**config.mk**
```make
export PLATFORM = sky130hd
export DESIGN_NAME = utf8_to_utf16_unit_decoder_core
export DESIGN_NICKNAME = d
export VERILOG_FILES = /design/src/rtl/u8u16_pkg.sv /design/src/rtl/u8u16_step.sv /design/src/rtl/u8u16_out_reg.sv /design/src/rtl/utf8_to_utf16_unit_decoder_core.sv
export SDC_FILE = /design/constraint.sdc
export NUM_CORES = 1
export LEC_CHECK = 0
export BUFFER_PORTS_ARGS = -buffer_cell sky130_fd_sc_hd__buf_4
export CORE_MARGIN = 5
export CORE_UTILIZATION = 40
export DETAILED_ROUTE_END_ITERATION = 8
export SYNTH_ARGS = -nofsm -noshare
export SYNTH_HDL_FRONTEND = slang
export SYNTH_HIERARCHICAL = 1
export SYNTH_SLANG_ARGS = --single-unit
```
**constraint.sdc**
```tcl
create_clock -name i_clk -period 6.3 [get_ports i_clk]
set_input_delay 0 -clock i_clk [delete_from_list [all_inputs] [get_ports i_clk]]
set_output_delay 0 -clock i_clk [all_outputs]
set_load 0.005 [all_outputs]
```
**src/rtl/u8u16_pkg.sv**
```systemverilog
// Shared types and constants for the UTF-8 to 16-bit code unit decoder.
`timescale 1ns / 1ps

package u8u16_pkg;

    localparam int BYTE_W   = 8;
    localparam int UNIT_W   = 16;
    localparam int STATUS_W = 3;
    localparam int COUNT_W  = 16;

    localparam logic [STATUS_W-1:0] STAT_OK        = 3'd0;
    localparam logic [STATUS_W-1:0] STAT_REPLACED  = 3'd1;
    localparam logic [STATUS_W-1:0] STAT_BAD_LEAD  = 3'd2;
    localparam logic [STATUS_W-1:0] STAT_TRUNCATED = 3'd3;
    localparam logic [STATUS_W-1:0] STAT_END       = 3'd4;

    localparam logic [UNIT_W-1:0]  REPLACEMENT_CHAR = 16'hFFFD;
    localparam logic [COUNT_W-1:0] LIMIT_DEFAULT    = 16'hFFFF;
    localparam logic [1:0]         SKIP_FOUR_BYTE   = 2'd3;
    localparam logic [1:0]         PEND_THREE_BYTE  = 2'd2;
    localparam logic [1:0]         PEND_TWO_BYTE    = 2'd1;

    typedef struct packed {
        logic [1:0]         pend;
        logic [UNIT_W-1:0]  acc;
        logic [1:0]         skip;
        logic               halted;
        logic [COUNT_W-1:0] units;
    } t_dec_state;

    typedef struct packed {
        logic                valid;
        logic [UNIT_W-1:0]   code_unit;
        logic [STATUS_W-1:0] status;
        logic                eos;
        logic [COUNT_W-1:0]  count;
    } t_dec_result;

endpackage

```
**src/rtl/u8u16_step.sv**
```systemverilog
// Per-byte decode logic: next string state and optional result.
`timescale 1ns / 1ps

module u8u16_step (
    input  u8u16_pkg::t_dec_state                 i_state,
    input  logic [u8u16_pkg::BYTE_W-1:0]          i_byte,
    input  logic [u8u16_pkg::COUNT_W-1:0]         i_limit,
    output u8u16_pkg::t_dec_state                 o_state,
    output u8u16_pkg::t_dec_result                o_result
);
    import u8u16_pkg::*;

    logic [COUNT_W-1:0] lim;
    logic [COUNT_W-1:0] units_inc;
    logic [UNIT_W-1:0]  acc_shift;

    assign lim       = (i_limit == '0) ? LIMIT_DEFAULT : i_limit;
    assign units_inc = i_state.units + 1'b1;
    assign acc_shift = {i_state.acc[UNIT_W-7:0], i_byte[5:0]};

    always_comb begin
        o_state  = i_state;
        o_result = '0;
        if (i_byte == '0) begin
            o_result.valid = 1'b1;
            o_result.eos   = 1'b1;
            if (i_state.pend != 2'd0) begin
                o_result.code_unit = i_state.acc;
                o_result.status    = STAT_TRUNCATED;
                o_result.count     = units_inc;
            end else begin
                o_result.status = STAT_END;
                o_result.count  = i_state.units;
            end
            o_state = '0;
        end else if (i_state.halted) begin
            o_state = i_state;
        end else if (i_state.pend != 2'd0) begin
            o_state.acc  = acc_shift;
            o_state.pend = i_state.pend - 2'd1;
            if (i_state.pend == 2'd1) begin
                o_state.units      = units_inc;
                o_result.valid     = 1'b1;
                o_result.code_unit = acc_shift;
                o_result.status    = STAT_OK;
                o_result.count     = units_inc;
            end
        end else if (i_state.skip != 2'd0) begin
            o_state.skip = i_state.skip - 2'd1;
        end else if (i_state.units >= lim) begin
            o_state = i_state;
        end else if (!i_byte[7]) begin
            o_state.units      = units_inc;
            o_result.valid     = 1'b1;
            o_result.code_unit = {{(UNIT_W-BYTE_W){1'b0}}, i_byte};
            o_result.status    = STAT_OK;
            o_result.count     = units_inc;
        end else if (i_byte[7:4] == 4'hF) begin
            o_state.skip       = SKIP_FOUR_BYTE;
            o_state.units      = units_inc;
            o_result.valid     = 1'b1;
            o_result.code_unit = REPLACEMENT_CHAR;
            o_result.status    = STAT_REPLACED;
            o_result.count     = units_inc;
        end else if (i_byte[7:5] == 3'b111) begin
            o_state.acc  = {{(UNIT_W-5){1'b0}}, i_byte[4:0]};
            o_state.pend = PEND_THREE_BYTE;
        end else if (i_byte[7:6] == 2'b11) begin
            o_state.acc  = {{(UNIT_W-5){1'b0}}, i_byte[4:0]};
            o_state.pend = PEND_TWO_BYTE;
        end else begin
            o_state.halted     = 1'b1;
            o_state.units      = units_inc;
            o_result.valid     = 1'b1;
            o_result.status    = STAT_BAD_LEAD;
            o_result.count     = units_inc;
        end
    end

endmodule

```
**src/rtl/u8u16_out_reg.sv**
```systemverilog
// Result register with valid/stall handshake toward the consumer.
`timescale 1ns / 1ps

module u8u16_out_reg (
    input  logic                              i_clk,
    input  logic                              i_rst_n,
    input  logic                              i_load,
    input  u8u16_pkg::t_dec_result            i_result,
    input  logic                              i_out_stall,
    output logic                              o_can_load,
    output logic                              o_out_valid,
    output logic [u8u16_pkg::UNIT_W-1:0]      o_code_unit,
    output logic [u8u16_pkg::STATUS_W-1:0]    o_unit_status,
    output logic                              o_end_of_string,
    output logic [u8u16_pkg::COUNT_W-1:0]     o_unit_count
);
    import u8u16_pkg::*;

    logic        r_valid;
    logic        n_valid;
    t_dec_result r_res;

    assign o_can_load = !r_valid || !i_out_stall;
    assign n_valid    = o_can_load ? (i_load && i_result.valid) : r_valid;

    always_ff @(posedge i_clk) begin
        if (!i_rst_n) begin
            r_valid <= 1'b0;
        end else begin
            r_valid <= n_valid;
        end
    end

    always_ff @(posedge i_clk) begin
        if (o_can_load && i_load && i_result.valid) begin
            r_res <= i_result;
        end
    end

    assign o_out_valid     = r_valid;
    assign o_code_unit     = r_res.code_unit;
    assign o_unit_status   = r_res.status;
    assign o_end_of_string = r_res.eos;
    assign o_unit_count    = r_res.count;

endmodule

```
**src/rtl/utf8_to_utf16_unit_decoder_core.sv**
```systemverilog
// Top level of the UTF-8 to 16-bit code unit decoder.
`timescale 1ns / 1ps

// Decodes a zero-terminated UTF-8 byte stream, one byte per input transaction,
// into 16-bit code units (BMP only; four-byte leads give 0xFFFD and their
// three trailing bytes are dropped). Zero or one result per byte. Throughput is
// one byte per clock while the output is not stalled; a byte passes through the
// input register, the combinational decode and the result register. The unit
// limit register is written through the cfg channel, which is always ready;
// write it only while no transaction is in flight. A value of zero acts as 65535.
module utf8_to_utf16_unit_decoder_core (
    input  logic                              i_clk,
    input  logic                              i_rst_n,
    input  logic                              i_cfg_valid,
    output logic                              o_cfg_ready,
    input  logic [u8u16_pkg::COUNT_W-1:0]     i_cfg_data,
    input  logic                              i_in_valid,
    output logic                              o_in_stall,
    input  logic [u8u16_pkg::BYTE_W-1:0]      i_utf8_byte,
    output logic                              o_out_valid,
    input  logic                              i_out_stall,
    output logic [u8u16_pkg::UNIT_W-1:0]      o_code_unit,
    output logic [u8u16_pkg::STATUS_W-1:0]    o_unit_status,
    output logic                              o_end_of_string,
    output logic [u8u16_pkg::COUNT_W-1:0]     o_unit_count
);
    import u8u16_pkg::*;

    logic               r_in_valid;
    logic [BYTE_W-1:0]  r_in_byte;
    logic [COUNT_W-1:0] r_limit;
    t_dec_state         r_state;
    t_dec_state         n_state;
    t_dec_result        step_res;
    logic               can_load;
    logic               adv;

    assign o_cfg_ready = 1'b1;
    assign adv         = r_in_valid && can_load;
    assign o_in_stall  = r_in_valid && !can_load;

    always_ff @(posedge i_clk) begin
        if (!i_rst_n) begin
            r_limit <= LIMIT_DEFAULT;
        end else if (i_cfg_valid && o_cfg_ready) begin
            r_limit <= i_cfg_data;
        end
    end

    always_ff @(posedge i_clk) begin
        if (!i_rst_n) begin
            r_in_valid <= 1'b0;
        end else if (!o_in_stall) begin
            r_in_valid <= i_in_valid;
        end
    end

    always_ff @(posedge i_clk) begin
        if (i_in_valid && !o_in_stall) begin
            r_in_byte <= i_utf8_byte;
        end
    end

    always_ff @(posedge i_clk) begin
        if (!i_rst_n) begin
            r_state <= '0;
        end else if (adv) begin
            r_state <= n_state;
        end
    end

    u8u16_step u_step (
        .i_state  (r_state),
        .i_byte   (r_in_byte),
        .i_limit  (r_limit),
        .o_state  (n_state),
        .o_result (step_res)
    );

    u8u16_out_reg u_out (
        .i_clk           (i_clk),
        .i_rst_n         (i_rst_n),
        .i_load          (adv),
        .i_result        (step_res),
        .i_out_stall     (i_out_stall),
        .o_can_load      (can_load),
        .o_out_valid     (o_out_valid),
        .o_code_unit     (o_code_unit),
        .o_unit_status   (o_unit_status),
        .o_end_of_string (o_end_of_string),
        .o_unit_count    (o_unit_count)
    );

`ifndef NO_ASSERTIONS
    a_halt_clean: assert property (@(posedge i_clk) disable iff (!i_rst_n)
        r_state.halted |-> (r_state.pend == 2'd0 && r_state.skip == 2'd0))
        else $error("halted with sequence or skip pending");

    a_pend_skip_excl: assert property (@(posedge i_clk) disable iff (!i_rst_n)
        !(r_state.pend != 2'd0 && r_state.skip != 2'd0))
        else $error("sequence and skip pending together");

    a_eos_status: assert property (@(posedge i_clk) disable iff (!i_rst_n)
        (o_out_valid && o_end_of_string) |->
            (o_unit_status == STAT_TRUNCATED || o_unit_status == STAT_END))
        else $error("end of string with unit status");

    a_nul_clears: assert property (@(posedge i_clk) disable iff (!i_rst_n)
        (adv && r_in_byte == '0) |=>
            (r_state.units == '0 && r_state.pend == 2'd0 && !r_state.halted))
        else $error("string state not cleared after terminator");
`endif

endmodule

```
; ---- Yosys cells after proc, flatten, opt, wreduce, memory -nomap -nowiden
; Index checks and enable logic that the tools add are counted.
[word_totals]
regBits = 99
output_inout_bits = 39
in_bits = 29
word_cells = 101
[classes]
mux = 49
eq_ne = 13
add_sub_neg = 3
magnitude_cmp = 1
reduce_logical = 22
[ops]
columns = cell, count
row1 = 16-bit two-way mux, 18
row2 = 20-bit two-way mux, 7
row3 = 37-bit two-way mux, 3
row4 = 18-bit two-way mux, 5
row5 = 17-bit two-way mux, 3
row6 = 21-bit two-way mux, 1
row7 = 16-bit by 1-bit adder with 16-bit output (second input constant), 1
row8 = 16-bit greater-or-equal comparator, 1
row9 = 16-bit logical NOT, 1
row10 = 7-bit AND reduction, 2
row11 = 3-bit two-way mux, 4
row12 = 3-bit by 1-bit inequality test with 1-bit output (second input constant), 4
row13 = 5-bit by 2-bit inequality test with 1-bit output (second input constant), 2
row14 = 3-bit nonzero test, 3
row15 = 8-bit logical NOT, 1
row16 = 1-bit logical AND, 6
row17 = 2-bit two-way mux, 3
row18 = 6-bit AND reduction, 1
row19 = 1-bit two-way mux, 5
row20 = 4-bit == test (second input constant), 1
row21 = 1-bit logical NOT, 4
row22 = 2-bit by 1-bit inequality test with 1-bit output (second input constant), 2
row23 = 2-bit nonzero test, 2
row24 = 4-bit nonzero test, 1
row25 = 6 further kinds, 7

; ---- Longest topological paths before layout
[logic_depth]
word_depth = 11
depth_mapped = 16
ltp_nobuf = 12

; ---- Hierarchy
; The synthesis kept the hierarchy.
[modules_own_cells]
columns = module, area_per_inst_um2, seq_area_each_um2, cells_each, n_inst
row1 = utf8_to_utf16_unit_decoder_core, 2379.8, 1321.3, 235, 1
row2 = u8u16_step, 2227.1, 0.0, 360, 1
row3 = u8u16_out_reg, 1127.3, 1101.1, 41, 1

; ---- Worst setup path before layout
; OpenSTA, ideal clock, no wires.
[synth_path]
path_kind = register to register
start = register r_limit[3]
end = register u_out.r_res (netlist bit u_out/o_code_unit[0]), enable pin
n_path_buf = 4
slack_ns = 1.066
synth_period_minus_slack_ns = 5.234
required_ns = 5.859
arrival_time_ns = 4.792
setup_time_ns = 0.441
path_stages_with_launch = 17
path_cell_list = dfxtp_1 > nor4_1 > and4_1 > clkbuf_1 > clkbuf_1 > nor2_1 > ha_1 > nor2b_1 > o211a_1 > o31ai_2 > and3_1 > buf_2 > a31oi_1 > buf_2 > inv_1 > nand2_1 > a21oi_1
[synth_rtl]
columns = element, line
row1 = "start, declared", utf8_to_utf16_unit_decoder_core.sv:31  ; logic [COUNT_W-1:0] r_limit;
row2 = "start signal, assigned", utf8_to_utf16_unit_decoder_core.sv:46  ; r_limit <= i_cfg_data;
row3 = "end signal, assigned", u8u16_out_reg.sv:36  ; r_res <= i_result;
row4 = "end, declared", u8u16_out_reg.sv:21  ; t_dec_result r_res;

==> results.cfg <==
[die]
die_area_um2 = 16800
std_cell_core_area_um2 = 14000
io-pin-count = 68
die_x_um = 130
row_count = 43
start_util = 0.410
die_h_um = 130

[synth]
number_of_nets_produced_by_synthesis = 684
synthFlopType = sky130_fd_sc_hd__dfxtp_1
avgSynthCellArea_um2 = 9.02
async_flop_share = 0
syn-cell-area_um2 = 5730
yosys_warnings = 6
synthCells = 636
yosys_register_bits = 99
synth_edf_count = 44
ys_seq_area_frac = 0.422
synth_cell_type_count = 70

[sta]
layout_min_cycle_time_ps = 4540
final.period_utilization = 0.721
worst_setup_margin_ps = 1760
total_setup_violations_reported_at_the_end_of_the_flow = 0
report.final.hold_viol_count = 0
worst-slew-pin-transition_ps = 1140
grt_setup_unrepaired = false
max_freq_mhz = 220
fin_setup_tns_ps = 0
worst_clock_skew_ps = 9.09
max_slew_margin = 0.238
drv_slew = 0

[clocking]
cts.root.buffer_cell = sky130_fd_sc_hd__clkbuf_16
cts_buffer_depth = 2
clock_insertion_delay_worst_skew_ps = 360
clkSlewWorstSetupHoldPaths_ps = 70
clock-sinks = 99
cts_htree_levels = 3
cts_buffers = 9
postCtsResizedCells = 0
cts_tree = done

[grt]
initial_antenna_violation_count = 0
vias_in_the_first_global_route = 4775
overflow = 0
pin_count_of_the_biggest_net_entering_global_routing = 93
grt_pass1_wl_um = 25100
globalRouteTotalUtil = 0.186

[final_layout]
most-common-layout-cells = 88 x sky130_fd_sc_hd__nand2_1, 74 x sky130_fd_sc_hd__buf_4, 55 x sky130_fd_sc_hd__dfxtp_1, 44 x sky130_fd_sc_hd__edfxtp_1, 43 x sky130_fd_sc_hd__a21oi_1
final_core_util = 0.484
nFillCells = 1323
layout.cells.most_common = sky130_fd_sc_hd__nand2_1
drive_gt1_frac = 0.175
areaGrowthSynthToFinish_pct = 18.2
num-nets-final = 740
antenna_diode_count = 0

[power_and_ir_drop]
p_leak_nw = 2.56
vdd_ir_drop_max_mv = 0.128
power.density_cell_area_nw_per_um2 = 215

[drt]
totalWireLength_um = 15300
vias_per_cell = 5.91
drc = 0
avgRoutedWirePerCell_um = 17.4
drt-initial-drc-count = 486
drt_pass1_iterations = 5
dr_total_vias = 5183
detail-route-antenna-nets = 0

[placement]
placement.io_buffers = 66
dpl.hpwl_um = 10200
gp_routability_congestion = 0.838
pre_cts_slack_ps = 1770

[critical_path]
highest_net_fanout_along_the_worst_path = 36
timing.reg2reg.setup_slack_ps = 1760
critPathArrivalTime_ps = 4520
start_of_the_worst_register_to_register_path = r_limit[3]
setup.worst_path.end_class = register
wp_data_required_ps = 6280
worst_reg2reg_endpoint = u_out/o_code_unit[0]
reg2reg_depth = 13
crit_start = r_limit[3]
setup.worst_path.class = register to register
crit_end = u_out/o_code_unit[0]
start_kind = register

[hold_path]
hold_class = primary input to register

[run_status]
status = complete, no violations

[flow_run]
max_cap_viol_count = 0
==> through the flow <==
step | total power, mW | std cells | hold slack (ps) | instance area [um^2]
2_1_floorplan | 0.832 | 636 | 98.9 | 5730
6_report | 1.46 | 877 | 73.0 | 6780
3_3_place_gp | 0.890 | 836 | 180 | 6220
4_1_cts | 1.47 | 877 | 65.6 | 6780
5_1_grt | 1.52 | 877 | 80.9 | 6780
3_5_place_dp | 0.894 | 836 | 179 | 6220
==> power breakdown <==
part / total [mW] / switching [mW] / leakage [nW] / internal [mW]
sequential: 0.721 / 0.0221 / 0.846 / 0.699
clock: 0.567 / 0.257 / 0.138 / 0.311
combinational: 0.171 / 0.0969 / 1.57 / 0.0739
total: 1.46 / 0.376 / 2.56 / 1.08
==> critical path, stage by stage (launching register included) <==
cell and delay (ps):
sky130_fd_sc_hd__dfxtp_1 320, sky130_fd_sc_hd__nor4_1 340, sky130_fd_sc_hd__and4_1 550, sky130_fd_sc_hd__nor2_1 90, sky130_fd_sc_hd__ha_1 330, sky130_fd_sc_hd__a21oi_1 120
sky130_fd_sc_hd__o21ai_0 140, sky130_fd_sc_hd__a211oi_1 420, sky130_fd_sc_hd__and3_1 460, sky130_fd_sc_hd__a31oi_1 140, sky130_fd_sc_hd__buf_4 210, sky130_fd_sc_hd__inv_1 60
sky130_fd_sc_hd__nand2_1 100, sky130_fd_sc_hd__a21oi_4 850
==> what timing repair did <==
item	CTS	global route
hold buffers	25	0
hold endpoints to repair	25	0
endpoints found under the setup margin	0	0
setup buffers	0	0
==> area by class of cell <==
| cell class | instances | area [um^2] | area share |
|---|---|---|---|
| Clock inverter | 7 | 76.3 | 0.0113 |
| Inverter | 13 | 48.8 | 0.00720 |
| Multi-Input combinational cell | 470 | 2970 | 0.439 |
| Tap cell | 180 | 225 | 0.0332 |
| Sequential cell | 99 | 2420 | 0.358 |
| Timing Repair Buffer | 99 | 806 | 0.119 |
| Clock buffer | 9 | 225 | 0.0332 |
==> Yosys cell counts (14+ instances only) <==
master                      n  area share
sky130_fd_sc_hd__nand2_1   88       0.058
sky130_fd_sc_hd__dfxtp_1   55        0.19
sky130_fd_sc_hd__a21oi_1   44       0.038
sky130_fd_sc_hd__edfxtp_1  44        0.23
sky130_fd_sc_hd__o21ai_0   42       0.037
sky130_fd_sc_hd__nand4_1   41       0.045
sky130_fd_sc_hd__nor2_1    34       0.022
sky130_fd_sc_hd__clkbuf_1  21       0.014
sky130_fd_sc_hd__mux2i_1   20       0.035
sky130_fd_sc_hd__ha_1      19       0.041
sky130_fd_sc_hd__o21ai_2   19       0.029
sky130_fd_sc_hd__buf_2     16       0.014
sky130_fd_sc_hd__o31ai_1   15       0.020
sky130_fd_sc_hd__or4_1     15       0.020
sky130_fd_sc_hd__nand3_1   14       0.012
==> metal layers <==
layer  vias up  global-route usage  share of wire
li1       2529                   -              -
met1      2422               0.281           0.48
met2       217               0.269           0.43
met3        15              0.0405          0.079
met4         0              0.0477          0.011
met5         -                   0              0
==> worst min-delay path by stage <==
stage | cells past startpoint | slack [ps] | to | start
global route | 3 | 80 | r_limit[11] | i_cfg_valid
CTS | 3 | 70 | r_limit[12] | i_cfg_valid
global placement | 1 | 180 | r_in_byte[0] | i_utf8_byte[0]
detailed placement | 1 | 180 | r_in_byte[0] | i_utf8_byte[0]
floorplan | 0 | 100 | r_in_byte[0] | i_utf8_byte[0]
finish | 3 | 70 | r_limit[15] | i_cfg_valid
==> kinds of logic (layout without fill, tap and decap cells) <==
kind of cell,count (synthesis),count (layout),share of synthesized area
AND/OR/NAND/NOR,244,244,0.218
AO/OA/AOI/OAI,184,184,0.217
flip-flops,99,99,0.422
buffers and inverters,67,128,0.0613
multiplexers,21,21,0.0369
adder cells (fa/ha/maj),19,19,0.0415
other,1,1,0.000654
XOR/XNOR,1,1,0.00153
==> state kept, by name, indices dropped and copies added (netlist names) <==
| register | count |
|---|---|
| r_in_byte | 8 |
| r_in_valid | 1 |
| r_limit | 16 |
| r_state | 37 |
| u_out/o_code_unit | 16 |
| u_out/o_end_of_string | 1 |
| u_out/o_out_valid | 1 |
| u_out/o_unit_count | 16 |
| u_out/o_unit_status | 3 |
Power figures use the tool's default switching activity.
